**src/sv/slx_pkg.sv**
```systemverilog
// Shared types and constants of the shell line lexer and validator.
// Used by the lexer front end, the event queue and the grammar back end.
package slx_pkg;

  localparam int StartW = 12;
  localparam int LenW = 13;
  localparam int CountW = 13;
  localparam int FifoDepth = 4;
  localparam int FifoPtrW = $clog2(FifoDepth);
  localparam int FifoCntW = $clog2(FifoDepth + 1);

  localparam logic [7:0] ChNul = 8'h00;
  localparam logic [7:0] ChSpace = 8'h20;
  localparam logic [7:0] ChTab = 8'h09;
  localparam logic [7:0] ChNewline = 8'h0A;
  localparam logic [7:0] ChVtab = 8'h0B;
  localparam logic [7:0] ChFeed = 8'h0C;
  localparam logic [7:0] ChReturn = 8'h0D;
  localparam logic [7:0] ChPipe = 8'h7C;
  localparam logic [7:0] ChAmp = 8'h26;
  localparam logic [7:0] ChSemi = 8'h3B;
  localparam logic [7:0] ChLess = 8'h3C;
  localparam logic [7:0] ChGreater = 8'h3E;

  typedef enum logic [2:0] {
    TK_NAME   = 3'd0,
    TK_PIPE   = 3'd1,
    TK_AMP    = 3'd2,
    TK_SEMI   = 3'd3,
    TK_IN     = 3'd4,
    TK_OUT    = 3'd5,
    TK_APPEND = 3'd6
  } tok_kind_e;

  typedef enum logic [1:0] {
    MODE_IDLE = 2'd0,
    MODE_NAME = 2'd1,
    MODE_GT   = 2'd2
  } lex_mode_e;

  typedef enum logic [2:0] {
    GS_START = 3'd0,
    GS_NAME  = 3'd1,
    GS_REDIR = 3'd2,
    GS_PIPE  = 3'd3,
    GS_SEMI  = 3'd4,
    GS_AMP   = 3'd5,
    GS_ERR   = 3'd6
  } gram_state_e;

  // One record: a token, or the end-of-line verdict.
  typedef struct packed {
    logic              is_verdict;
    tok_kind_e         tk;
    logic [StartW-1:0] start;
    logic [LenW-1:0]   len;
    logic              ovf;
  } slx_rec_t;

  // All records caused by one byte, one or two of them.
  typedef struct packed {
    logic     two;
    slx_rec_t r0;
    slx_rec_t r1;
  } slx_entry_t;

  function automatic slx_rec_t mk_tok(tok_kind_e tk, logic [StartW-1:0] start,
                                      logic [LenW-1:0] len);
    slx_rec_t r;
    r.is_verdict = 1'b0;
    r.tk = tk;
    r.start = start;
    r.len = len;
    r.ovf = 1'b0;
    return r;
  endfunction

  function automatic slx_rec_t mk_verdict(logic ovf);
    slx_rec_t r;
    r.is_verdict = 1'b1;
    r.tk = TK_NAME;
    r.start = '0;
    r.len = '0;
    r.ovf = ovf;
    return r;
  endfunction

endpackage

```
**src/sv/slx_front.sv**
```systemverilog
// Lexer front end: takes one byte per transaction and turns it into token events.
// Depends on slx_pkg; pushes one queue entry per byte that causes any record.
module slx_front import slx_pkg::*; #(
  parameter int MAX_LINE = 4096
) (
  input  logic       clk_i,
  input  logic       rst_ni,
  input  logic       in_valid_i,
  output logic       in_stall_o,
  input  logic [7:0] ch_i,
  input  logic       q_full_i,
  output logic       q_push_o,
  output slx_entry_t q_data_o
);

  localparam int PosW = $clog2(MAX_LINE + 1);
  localparam logic [PosW-1:0] MaxPos = PosW'(MAX_LINE);

  lex_mode_e       mode_q, mode_d;
  logic [PosW-1:0] pos_q, pos_d;
  logic [PosW-1:0] start_q, start_d;
  logic            ovf_q, ovf_d;

  logic            accept;
  logic            a_v, b_v, done;
  slx_rec_t        rec_a, rec_b;
  logic [PosW-1:0] name_len;
  logic            is_space, is_op;

  assign in_stall_o = q_full_i;
  assign accept = in_valid_i && !q_full_i;
  assign name_len = pos_q - start_q;

  always_comb begin
    is_space = (ch_i == ChSpace) || (ch_i == ChTab) || (ch_i == ChNewline) ||
               (ch_i == ChVtab) || (ch_i == ChFeed) || (ch_i == ChReturn);
    is_op = (ch_i == ChPipe) || (ch_i == ChAmp) || (ch_i == ChSemi) ||
            (ch_i == ChLess) || (ch_i == ChGreater);
  end

  always_comb begin
    mode_d = mode_q;
    pos_d = pos_q;
    start_d = start_q;
    ovf_d = ovf_q;
    a_v = 1'b0;
    b_v = 1'b0;
    done = 1'b0;
    rec_a = mk_tok(TK_NAME, StartW'(start_q), LenW'(name_len));
    rec_b = mk_verdict(ovf_q);
    if (accept) begin
      if (ch_i == ChNul) begin
        unique case (mode_q)
          MODE_NAME: begin
            a_v = 1'b1;
          end
          MODE_GT: begin
            a_v = 1'b1;
            rec_a = mk_tok(TK_OUT, StartW'(start_q), LenW'(1));
          end
          default: a_v = 1'b0;
        endcase
        b_v = 1'b1;
        mode_d = MODE_IDLE;
        pos_d = '0;
        start_d = '0;
        ovf_d = 1'b0;
      end else if (pos_q >= MaxPos) begin
        ovf_d = 1'b1;
      end else begin
        pos_d = pos_q + PosW'(1);
        unique case (mode_q)
          MODE_GT: begin
            mode_d = MODE_IDLE;
            a_v = 1'b1;
            if (ch_i == ChGreater) begin
              rec_a = mk_tok(TK_APPEND, StartW'(start_q), LenW'(2));
              done = 1'b1;
            end else begin
              rec_a = mk_tok(TK_OUT, StartW'(start_q), LenW'(1));
            end
          end
          MODE_NAME: begin
            if (is_space || is_op) begin
              mode_d = MODE_IDLE;
              a_v = 1'b1;
            end else begin
              done = 1'b1;
            end
          end
          default: a_v = 1'b0;
        endcase
        if (!done && !is_space) begin
          case (ch_i)
            ChPipe: begin
              b_v = 1'b1;
              rec_b = mk_tok(TK_PIPE, StartW'(pos_q), LenW'(1));
            end
            ChAmp: begin
              b_v = 1'b1;
              rec_b = mk_tok(TK_AMP, StartW'(pos_q), LenW'(1));
            end
            ChSemi: begin
              b_v = 1'b1;
              rec_b = mk_tok(TK_SEMI, StartW'(pos_q), LenW'(1));
            end
            ChLess: begin
              b_v = 1'b1;
              rec_b = mk_tok(TK_IN, StartW'(pos_q), LenW'(1));
            end
            ChGreater: begin
              mode_d = MODE_GT;
              start_d = pos_q;
            end
            default: begin
              mode_d = MODE_NAME;
              start_d = pos_q;
            end
          endcase
        end
      end
    end
  end

  always_comb begin
    q_push_o = a_v || b_v;
    q_data_o.two = a_v && b_v;
    q_data_o.r0 = a_v ? rec_a : rec_b;
    q_data_o.r1 = rec_b;
  end

  always_ff @(posedge clk_i or negedge rst_ni) begin
    if (!rst_ni) begin
      mode_q <= MODE_IDLE;
      pos_q <= '0;
      start_q <= '0;
      ovf_q <= 1'b0;
    end else begin
      mode_q <= mode_d;
      pos_q <= pos_d;
      start_q <= start_d;
      ovf_q <= ovf_d;
    end
  end

endmodule

```
**src/sv/slx_fifo.sv**
```systemverilog
// Short register queue of token events between the lexer and the grammar stage.
// Depends on slx_pkg for the entry type and depth.
module slx_fifo import slx_pkg::*; (
  input  logic       clk_i,
  input  logic       rst_ni,
  input  logic       push_i,
  input  slx_entry_t data_i,
  output logic       full_o,
  output logic       valid_o,
  input  logic       pop_i,
  output slx_entry_t data_o
);

  slx_entry_t          mem_q [FifoDepth];
  logic [FifoPtrW-1:0] wr_ptr_q, rd_ptr_q;
  logic [FifoCntW-1:0] cnt_q;
  logic                do_push, do_pop;

  assign full_o = (cnt_q == FifoCntW'(FifoDepth));
  assign valid_o = (cnt_q != '0);
  assign data_o = mem_q[rd_ptr_q];
  assign do_push = push_i && !full_o;
  assign do_pop = pop_i && valid_o;

  always_ff @(posedge clk_i) begin
    if (do_push) begin
      mem_q[wr_ptr_q] <= data_i;
    end
  end

  always_ff @(posedge clk_i or negedge rst_ni) begin
    if (!rst_ni) begin
      wr_ptr_q <= '0;
      rd_ptr_q <= '0;
      cnt_q <= '0;
    end else begin
      if (do_push) begin
        wr_ptr_q <= wr_ptr_q + FifoPtrW'(1);
      end
      if (do_pop) begin
        rd_ptr_q <= rd_ptr_q + FifoPtrW'(1);
      end
      if (do_push && !do_pop) begin
        cnt_q <= cnt_q + FifoCntW'(1);
      end else if (do_pop && !do_push) begin
        cnt_q <= cnt_q - FifoCntW'(1);
      end
    end
  end

endmodule

```
**src/sv/slx_back.sv**
```systemverilog
// Grammar back end: runs the syntax state machine, counts tokens, drives results.
// Depends on slx_pkg; reads entries from slx_fifo, one record per cycle while the output is not stalled.
module slx_back import slx_pkg::*; (
  input  logic              clk_i,
  input  logic              rst_ni,
  input  logic              q_valid_i,
  input  slx_entry_t        q_data_i,
  output logic              q_pop_o,
  output logic              out_valid_o,
  input  logic              out_stall_i,
  output logic              kind_o,
  output logic [2:0]        token_kind_o,
  output logic [StartW-1:0] start_offset_o,
  output logic [LenW-1:0]   token_length_o,
  output logic [CountW-1:0] token_count_o,
  output logic              line_ok_o,
  output logic              overflow_o,
  output logic              last_o
);

  gram_state_e       gs_q, gs_d;
  logic [CountW-1:0] tokens_q, tokens_d;
  logic              sub_q, sub_d;
  logic              valid_q, valid_d;
  logic              load, is_final, ok;
  slx_rec_t          rec;

  assign rec = sub_q ? q_data_i.r1 : q_data_i.r0;
  assign is_final = !q_data_i.two || sub_q;
  assign load = q_valid_i && (!valid_q || !out_stall_i);
  assign q_pop_o = load && is_final;
  assign out_valid_o = valid_q;
  assign ok = !rec.ovf && ((gs_q == GS_START) || (gs_q == GS_NAME) || (gs_q == GS_AMP));

  always_comb begin
    gs_d = gs_q;
    tokens_d = tokens_q;
    sub_d = sub_q;
    valid_d = valid_q && out_stall_i;
    if (load) begin
      valid_d = 1'b1;
      sub_d = !is_final;
      if (rec.is_verdict) begin
        gs_d = GS_START;
        tokens_d = '0;
      end else begin
        tokens_d = tokens_q + CountW'(1);
        if (rec.tk == TK_NAME) begin
          gs_d = (gs_q == GS_ERR) ? GS_ERR : GS_NAME;
        end else if (gs_q != GS_NAME) begin
          gs_d = GS_ERR;
        end else begin
          case (rec.tk)
            TK_IN, TK_OUT, TK_APPEND: gs_d = GS_REDIR;
            TK_PIPE: gs_d = GS_PIPE;
            TK_SEMI: gs_d = GS_SEMI;
            default: gs_d = GS_AMP;
          endcase
        end
      end
    end
  end

  always_ff @(posedge clk_i or negedge rst_ni) begin
    if (!rst_ni) begin
      gs_q <= GS_START;
      tokens_q <= '0;
      sub_q <= 1'b0;
      valid_q <= 1'b0;
    end else begin
      gs_q <= gs_d;
      tokens_q <= tokens_d;
      sub_q <= sub_d;
      valid_q <= valid_d;
    end
  end

  always_ff @(posedge clk_i) begin
    if (load) begin
      kind_o <= rec.is_verdict;
      token_kind_o <= rec.tk;
      start_offset_o <= rec.start;
      token_length_o <= rec.len;
      token_count_o <= rec.is_verdict ? tokens_q : '0;
      line_ok_o <= rec.is_verdict && ok;
      overflow_o <= rec.is_verdict && rec.ovf;
      last_o <= is_final;
    end
  end

endmodule

```
**src/sv/shell_line_lexer_validator_unit.sv**
```systemverilog
// Top level of the shell line lexer and validator: lexer, event queue, grammar stage.
// Depends on slx_pkg, slx_front, slx_fifo and slx_back.
//
//   Channel | Direction | Handshake                 | Payload
//   input   | in        | in_valid_i / in_stall_o   | ch_i
//   output  | out       | out_valid_o / out_stall_i | kind_o .. last_o
//
// One byte is taken per cycle while the queue has room; a byte that causes two records holds the grammar
// stage while both records are read out, and the four-entry queue absorbs these bursts.
// Each record passes through the queue and then the registered outputs of the grammar stage.
// Reset is asynchronous and active low; no clearing pass follows it.
// A stalled output holds its record while the queue keeps filling.
module shell_line_lexer_validator_unit import slx_pkg::*; #(
  parameter int MAX_LINE = 4096
) (
  input  logic        clk_i,
  input  logic        rst_ni,
  input  logic        in_valid_i,
  output logic        in_stall_o,
  input  logic [7:0]  ch_i,
  output logic        out_valid_o,
  input  logic        out_stall_i,
  output logic        kind_o,
  output logic [2:0]  token_kind_o,
  output logic [11:0] start_offset_o,
  output logic [12:0] token_length_o,
  output logic [12:0] token_count_o,
  output logic        line_ok_o,
  output logic        overflow_o,
  output logic        last_o
);

  logic       push, full, q_valid, pop;
  slx_entry_t push_data, q_data;

  slx_front #(
    .MAX_LINE(MAX_LINE)
  ) u_front (
    .clk_i      (clk_i),
    .rst_ni     (rst_ni),
    .in_valid_i (in_valid_i),
    .in_stall_o (in_stall_o),
    .ch_i       (ch_i),
    .q_full_i   (full),
    .q_push_o   (push),
    .q_data_o   (push_data)
  );

  slx_fifo u_fifo (
    .clk_i   (clk_i),
    .rst_ni  (rst_ni),
    .push_i  (push),
    .data_i  (push_data),
    .full_o  (full),
    .valid_o (q_valid),
    .pop_i   (pop),
    .data_o  (q_data)
  );

  slx_back u_back (
    .clk_i          (clk_i),
    .rst_ni         (rst_ni),
    .q_valid_i      (q_valid),
    .q_data_i       (q_data),
    .q_pop_o        (pop),
    .out_valid_o    (out_valid_o),
    .out_stall_i    (out_stall_i),
    .kind_o         (kind_o),
    .token_kind_o   (token_kind_o),
    .start_offset_o (start_offset_o),
    .token_length_o (token_length_o),
    .token_count_o  (token_count_o),
    .line_ok_o      (line_ok_o),
    .overflow_o     (overflow_o),
    .last_o         (last_o)
  );

endmodule

```
**config.mk**
```make
export PLATFORM = sky130hd
export DESIGN_NAME = shell_line_lexer_validator_unit
export DESIGN_NICKNAME = d
export VERILOG_FILES = /design/src/sv/slx_pkg.sv /design/src/sv/slx_front.sv /design/src/sv/slx_fifo.sv /design/src/sv/slx_back.sv /design/src/sv/shell_line_lexer_validator_unit.sv
export SDC_FILE = /design/constraint.sdc
export NUM_CORES = 1
export LEC_CHECK = 0
export ABC_AREA = 0
export ABC_CLOCK_PERIOD_IN_PS = 4490
export BUFFER_PORTS_ARGS = -buffer_cell sky130_fd_sc_hd__buf_4
export CORE_ASPECT_RATIO = 0.6
export CORE_MARGIN = 2
export CORE_UTILIZATION = 55
export DETAILED_ROUTE_END_ITERATION = 7
export PLACE_DENSITY = 0.78
export SETUP_SLACK_MARGIN = 0.2
export SKIP_LAST_GASP = 1
export SLEW_MARGIN = 20
export SYNTH_ARGS = -nofsm -noshare
export SYNTH_HDL_FRONTEND = slang
export SYNTH_SLANG_ARGS = --single-unit
```
**constraint.sdc**
```tcl
create_clock -name clk_i -period 4.49 [get_ports clk_i]
set_input_delay 0.2245 -clock clk_i [delete_from_list [all_inputs] [get_ports clk_i]]
set_output_delay 0.2245 -clock clk_i [all_outputs]
set_load 0.02 [all_outputs]
```
Yosys cells after proc, flatten, opt, wreduce, memory -nomap -nowiden. Memory sizes are Yosys's and may differ from the RTL's. Index checks and enable logic that the tools add are counted.

Bits in latches: 0. ROM bits: 0. Bits in writable memories: 244. Input port bits: 12. Memories kept: 1. Bits in registers: 99.

Shift-type cells: 0. Multiply operators: 0. Reductions and logical operators: 51. Bitwise operators: 0. Mux-type cells: 55. Add/subtract/negate cells: 7. Magnitude comparators: 1. Equality and inequality tests: 25. Div/mod/pow operators: 0.

Memories: u_fifo.mem_q (depth 4, width 61, rd ports 1, clocked after memory_dff 0, wr ports 1, line slx_fifo.sv:14) `slx_entry_t mem_q [FifoDepth];`.

Operators by type and width (count): $mux 30 (10); $pmux 30 s4 (1); $mux 13 (7); $eq 8x4->1 const B (5); $eq 8x6->1 const B (5); $mux 29 (1); $mux 28 (1); $add 13x1->13 const B (2); $mux 1 (20); $eq 3x3->1 const B (6); $mux 3 (6); $logic_or 1x1->1 (15); $ge 13x13->1 const B (1); $logic_and 1x1->1 (13); $sub 13x13->13 (1); $logic_not 1->1 (10); $pmux 3 s3 (1); $eq 8x7->1 const B (1); $logic_not 8->1 (1); $mux 2 (4); $pmux 2 s2 (2); $eq 3x1->1 const B (2); $logic_not 3->1 (2); $reduce_bool 2->1 (3); other kinds (15) (19).

Logic depth before layout (Yosys ltp).
Depth in word-level cells: 24. Mapped depth: 13.

Modules after synthesis. A second synthesis with hierarchy kept.

Cell total of the unflattened synthesis: 890. Area, all modules: 14871.8 µm².

Modules (own cells, without submodules): slx_fifo (area each 9292.7 µm², sequential area each 7502.2 µm², cells an instance 354, instances 1); slx_back (area each 2811.4 µm², sequential area each 1801.7 µm², cells an instance 202, instances 1); slx_front (area each 2767.7 µm², sequential area each 725.7 µm², cells an instance 334, instances 1).

Least setup slack after synthesis. No wires, ideal clock.

Path type: input-to-reg. From: in ch_i[1]. To: mem u_fifo.mem_q[0][0] (netlist bit) (enable). Buffers on the path: 1. Slack: 0.921 ns. Stages on the path: 8. Data required time: 4.078 ns. Arrival: 3.158 ns. Cell sequence: or3_1 > or4b_1 > buf_2 > a21o_1 > a211oi_1 > a31oi_1 > nand2_1 > and2_1.

Longest elaborated chain between the ends: 22. Elaborated cells between the ends (all ways): 46. Classes of those cells: 11 x eq/ne; 18 x mux; 17 x reduce/logical.

RTL lines: from (decl) (line shell_line_lexer_validator_unit.sv:20) `input logic [7:0] ch_i,`; $eq 8x6->1 / $eq 8x4->1 (equally long branches) (line slx_front.sv:35) `is_space = (ch_i == ChSpace) || (ch_i == ChTab) || (ch_i == ChNewline) ||`; $logic_or 1x1->1 (3 in a row) (line slx_front.sv:35); $logic_or 1x1->1 (2 in a row) (line slx_front.sv:36) `(ch_i == ChVtab) || (ch_i == ChFeed) || (ch_i == ChReturn);`; $logic_or 1x1->1 (line slx_front.sv:84) `if (is_space || is_op) begin`; $mux 1 (line slx_front.sv:84); $pmux 1 s2 (line slx_front.sv:72) `unique case (mode_q)`; $mux 1 (line slx_front.sv:68) `end else if (pos_q >= MaxPos) begin`; $mux 1 (line slx_front.sv:52) `if (ch_i == ChNul) begin`; [... 4 more ...]; $mux 1 (line slx_front.sv:68); $mux 1 (line slx_front.sv:52); $mux 1 (line slx_front.sv:51) `if (accept) begin`; $logic_or 1x1->1 * (line slx_front.sv:126) `q_push_o = a_v || b_v;`; $logic_and 1x1->1 * (line slx_fifo.sv:22) `assign do_push = push_i && !full_o;`; named net u_fifo.do_push (line slx_fifo.sv:17) `logic do_push, do_pop;`; $mux 1 * (line slx_fifo.sv:26) `if (do_push) begin`; $mux 1 (implied by the code) * (line slx_fifo.sv:27) `mem_q[wr_ptr_q] <= data_i;`; to (decl) (line slx_fifo.sv:14).

Mark *: on every way through the listed nets, which the timed path passes. The rest lies on a longest branch. The select of a mux whose other input is x is not followed.

Worst setup path after layout.
From: reg u_fifo.cnt_q[0]. To: reg u_fifo.cnt_q[1].

Longest elaborated chain between the ends: 9. Elaborated cells between the ends (all ways): 20. Classes of those cells: 2 x add/sub; 1 x eq/ne; 4 x mux; 13 x reduce/logical.

RTL lines: from (decl) (line slx_fifo.sv:16) `logic [FifoCntW-1:0] cnt_q;`; from (signal assigned) (line slx_fifo.sv:44) `cnt_q <= cnt_q + FifoCntW'(1);`; from (signal assigned) (line slx_fifo.sv:46) `cnt_q <= cnt_q - FifoCntW'(1);`; $eq 3x3->1 * (line slx_fifo.sv:19) `assign full_o = (cnt_q == FifoCntW'(FifoDepth));`; $logic_not 1->1 * (line slx_front.sv:31, slx_fifo.sv:22); $logic_and 1x1->1 (line slx_front.sv:31) `assign accept = in_valid_i && !q_full_i;`; $mux 1 (line slx_front.sv:51); $logic_or 1x1->1 (line slx_front.sv:126); $logic_and 1x1->1 * (line slx_fifo.sv:22); named net u_fifo.do_push (line slx_fifo.sv:17); $logic_not 1->1 (line slx_fifo.sv:45) `end else if (do_pop && !do_push) begin`; $logic_and 1x1->1 (line slx_fifo.sv:45); $reduce_bool 2->1 (no line).

Marks and branches as above. A chain may end at the register's enable or synchronous reset.

==> flow_summary.yaml <==
detailed_routing:
  drt-total-wl_um: 25400
  ant_nets: 0
  first_iter_violations: 655
  vias_per_cell: 5.99
  route.vias.total: 7292
  routedWlPerCell_um: 20.9
  drc: 0
  first_pass_iters: 5
critical_path:
  worstReg2RegEnd: "u_fifo.cnt_q[1]"
  cp.depth: 11
  worstSetupPathType: "flop to flop"
  worstPathRequired_ns: 4.90
  crit_family: "simple AND/OR/NAND/NOR gates"
  critPathCaptureType: "flop"
  arrival_ns: 3.63
  slowest_delay_ns: 0.53
  r2r_cells: 11
  reg2reg_slack_ns: 1.27
  cp_slowest_cell: "or3b_2"
  crit_buf_inv: 2
  timing.rr.start: "u_fifo.cnt_q[0]"
  critPathLaunch: "u_fifo.cnt_q[0]"
  crit_fanout: 20
  path_cells: "or3b_2, nand2_1, nor2_1, a21boi_1, buf_4, nor2_1, nand2_1, ha_1, inv_1, fa_1, mux2_2"
  critPathCapture: "u_fifo.cnt_q[1]"
  cp-start-kind: "flop"
floorplanning:
  die_area_mm2: 0.0242
  core_area_mm2: 0.0223
  die_w_um: 200
  core.rowCount: 42
  ios: 59
  fp.dieH_um: 121
  initial_utilization_pct: 56.7
final_layout:
  nets: 926
  layout_commonest_cell: "edfxtp_1"
  area_growth_pct: 13.5
  layout-drive-gt1-share_pct: 21.2
  fillers: 1604
  diodes: 0
  final_area_mm2: 0.0143
  mostFrequentLayoutCells: "edfxtp_1, buf_4, nand2_1, dfrtp_1, mux4_2"
clocking:
  clockBufferDepth: 3
  cts_made_buffers: 26
  htreeDepth: 1
  worst_skew_pair.late_latency_ns: 0.53
  cts_resized: 0
  clkTransAtPathRegs_ns: 0.06
  cts_tree: "built"
  cts-root-buf: "clkbuf_16"
  post_cts.repair.setup_buffers: 0
  clock-sinks: 295
power_and_ir_drop:
  sequentialPowerShare_pct: 42.8
  p_sw_mw: 2.76
  p_sw_share_pct: 32.4
  pwr-share-comb_pct: 32.1
  p_int_mw: 5.76
  power.density_mw_per_mm2: 594
  vdd_ir_drop_max_uv: 314
  pwr-share-clk_pct: 25.1
  leakagePower_nw: 5.15
synthesis:
  yosysSeqAreaShare_pct: 68.0
  postSynthNetCount: 854
  avgSynthCellArea_um2: 15.5
  synth_area_leaders: "edfxtp_1, dfrtp_1, mux4_2, ha_1, o21ai_0"
  syn_area_mm2: 0.0126
  yosysTopAreaCellShare_pct: 57.3
  synth_enable_flop_cells: 241
  synthCells: 817
  netlist.top_cell.by_area: "edfxtp_1"
  synth_cell_types: 61
  ys_ff_latch: 295
  async_reset_ff_share_pct: 18.3
  ys_warn_count: 0
  synth-main-ff-cell: "edfxtp_1"
sta:
  worst_slew_pin_slew_ns: 0.965
  post-route-min-period_ns: 3.22
  fmax_mhz: 311
  finClkSkew_ns: 0.0185
  rsz0062_at_grt: "false"
  finalMaxSlewViolations: 0
  finalHoldViolations: 0
  timing.slew.headroom_pct: 35.6
  fin_crit_sh_pct: 71.7
  setup_violations: 0
  fin_setup_tns_ns: 0
min_path:
  hold_class: "input port to flop"
placement:
  io_buffers: 58
  dp_hpwl_um: 16100
  gp_congestion: 0.931
  place_area_mm2: 0.0135
global_routing:
  grt_max_degree: 57
  grt_pass1_vias: 7198
  grt_usage_pct: 22.0
  grt_pass1_wl_um: 40500
  overflow: 0
  antenna_found_initial: 0
outcome:
  status: "completed"
run:
  maxCapViolations: 0
## Yosys cell counts (3+ instances only)
library cell / number
nand4_1: 6
or3_1: 9
xnor2_1: 8
xor2_1: 15
nand2_1: 52
a21oi_1: 21
ha_1: 23
buf_1: 8
nor3_1: 15
a31oi_1: 3
mux4_2: 49
a22o_1: 12
and2_1: 17
and3_1: 7
nor2b_1: 31
mux2_2: 18
nand2b_1: 4
a211oi_1: 7
mux2i_1: 3
nor2_1: 49
dfrtp_1: 54
a21o_1: 3
inv_1: 31
o21ai_1: 9
nand3_1: 16
o21a_1: 5
clkbuf_1: 15
edfxtp_1: 241
buf_2: 5
o21ai_0: 42
o31ai_1: 3
## metal layers
layer / vias to the layer above / track usage (%) / routed length (um)
met5: - / 0 / 0
met4: 0 / 6.94 / 744
li1: 3270 / - / -
met3: 52 / 3.45 / 1840
met1: 3653 / 35.3 / 11800
met2: 317 / 31.1 / 11000
## cells by family (layout without fill, tap and decap cells)
family | after synthesis | after routing | share of synthesized area [%]
AOI/OAI and AO/OA | 122 | 122 | 6.14
xor gates and xnor gates | 23 | 23 | 1.60
adders and majority gates | 25 | 25 | 2.60
buffers and inverters | 62 | 154 | 2.01
DFF | 295 | 295 | 68.0
muxes | 73 | 73 | 10.9
and+or+nand+nor | 217 | 217 | 8.76
## through the flow
stage / cells / util, % / worst slack, ns / total power, mW / hold WS, ns
after global placement: 1166 / 60.5 / 0.973 / 6.36 / 0.326
after floorplan: 817 / - / 0.921 / 5.54 / -0.0711
final: 1217 / 64.3 / 1.27 / 8.52 / 0.118
after global routing: 1217 / 64.3 / 1.04 / 8.95 / 0.122
after CTS: 1217 / 64.3 / 1.29 / 8.55 / 0.0996
after detailed placement: 1166 / 60.5 / 0.918 / 6.40 / 0.328
## sequential cells by signal, summed over array words and instances (netlist names), 3 cells and up
signal                 count
u_back.gs_q                3
u_back.start_offset_o     12
u_back.token_count_o      13
u_back.token_kind_o        3
u_back.token_length_o     13
u_back.tokens_q           13
u_fifo.cnt_q               3
u_fifo.mem_q             196
u_front.pos_q             13
u_front.start_q           13
## worst min-delay path by stage
stage	start	endpoint	cells after the start
floorplan	rst_ni	u_back.gs_q[0]	0
global placement	rst_ni	u_back.out_valid_o	1
detailed placement	rst_ni	u_back.out_valid_o	1
CTS	ch_i[6]	u_fifo.mem_q[0][28]	2
global route	ch_i[6]	u_fifo.mem_q[2][28]	2
finish	ch_i[6]	u_fifo.mem_q[2][28]	2
## repair_timing
item,4_1_cts,5_1_grt
endpoints found under the hold margin,56,0
setup endpoints to repair,0,0
hold buffers,3,0
## area by class of cell
cell class / instances / area [um^2] / share of cell area [%]
clock inverters: 6 / 36.3 / 0.253
clock buffers: 42 / 782 / 5.46
repair buffers: 74 / 613 / 4.28
inverters: 32 / 120 / 0.838
flip-flops and latches: 295 / 8590 / 59.9
multi-input cells: 460 / 3800 / 26.5
well taps: 308 / 385 / 2.69
## power by group through the flow
stage	combinational (mW)	clock, mW	sequential [mW]
6_report	2.73	2.14	3.65
5_1_grt	2.97	2.28	3.70
4_1_cts	2.73	2.17	3.65
3_5_place_dp	2.70	0	3.70
3_3_place_gp	2.67	0	3.69
2_1_floorplan	1.74	0	3.80
(Power assumes the default switching activity.)
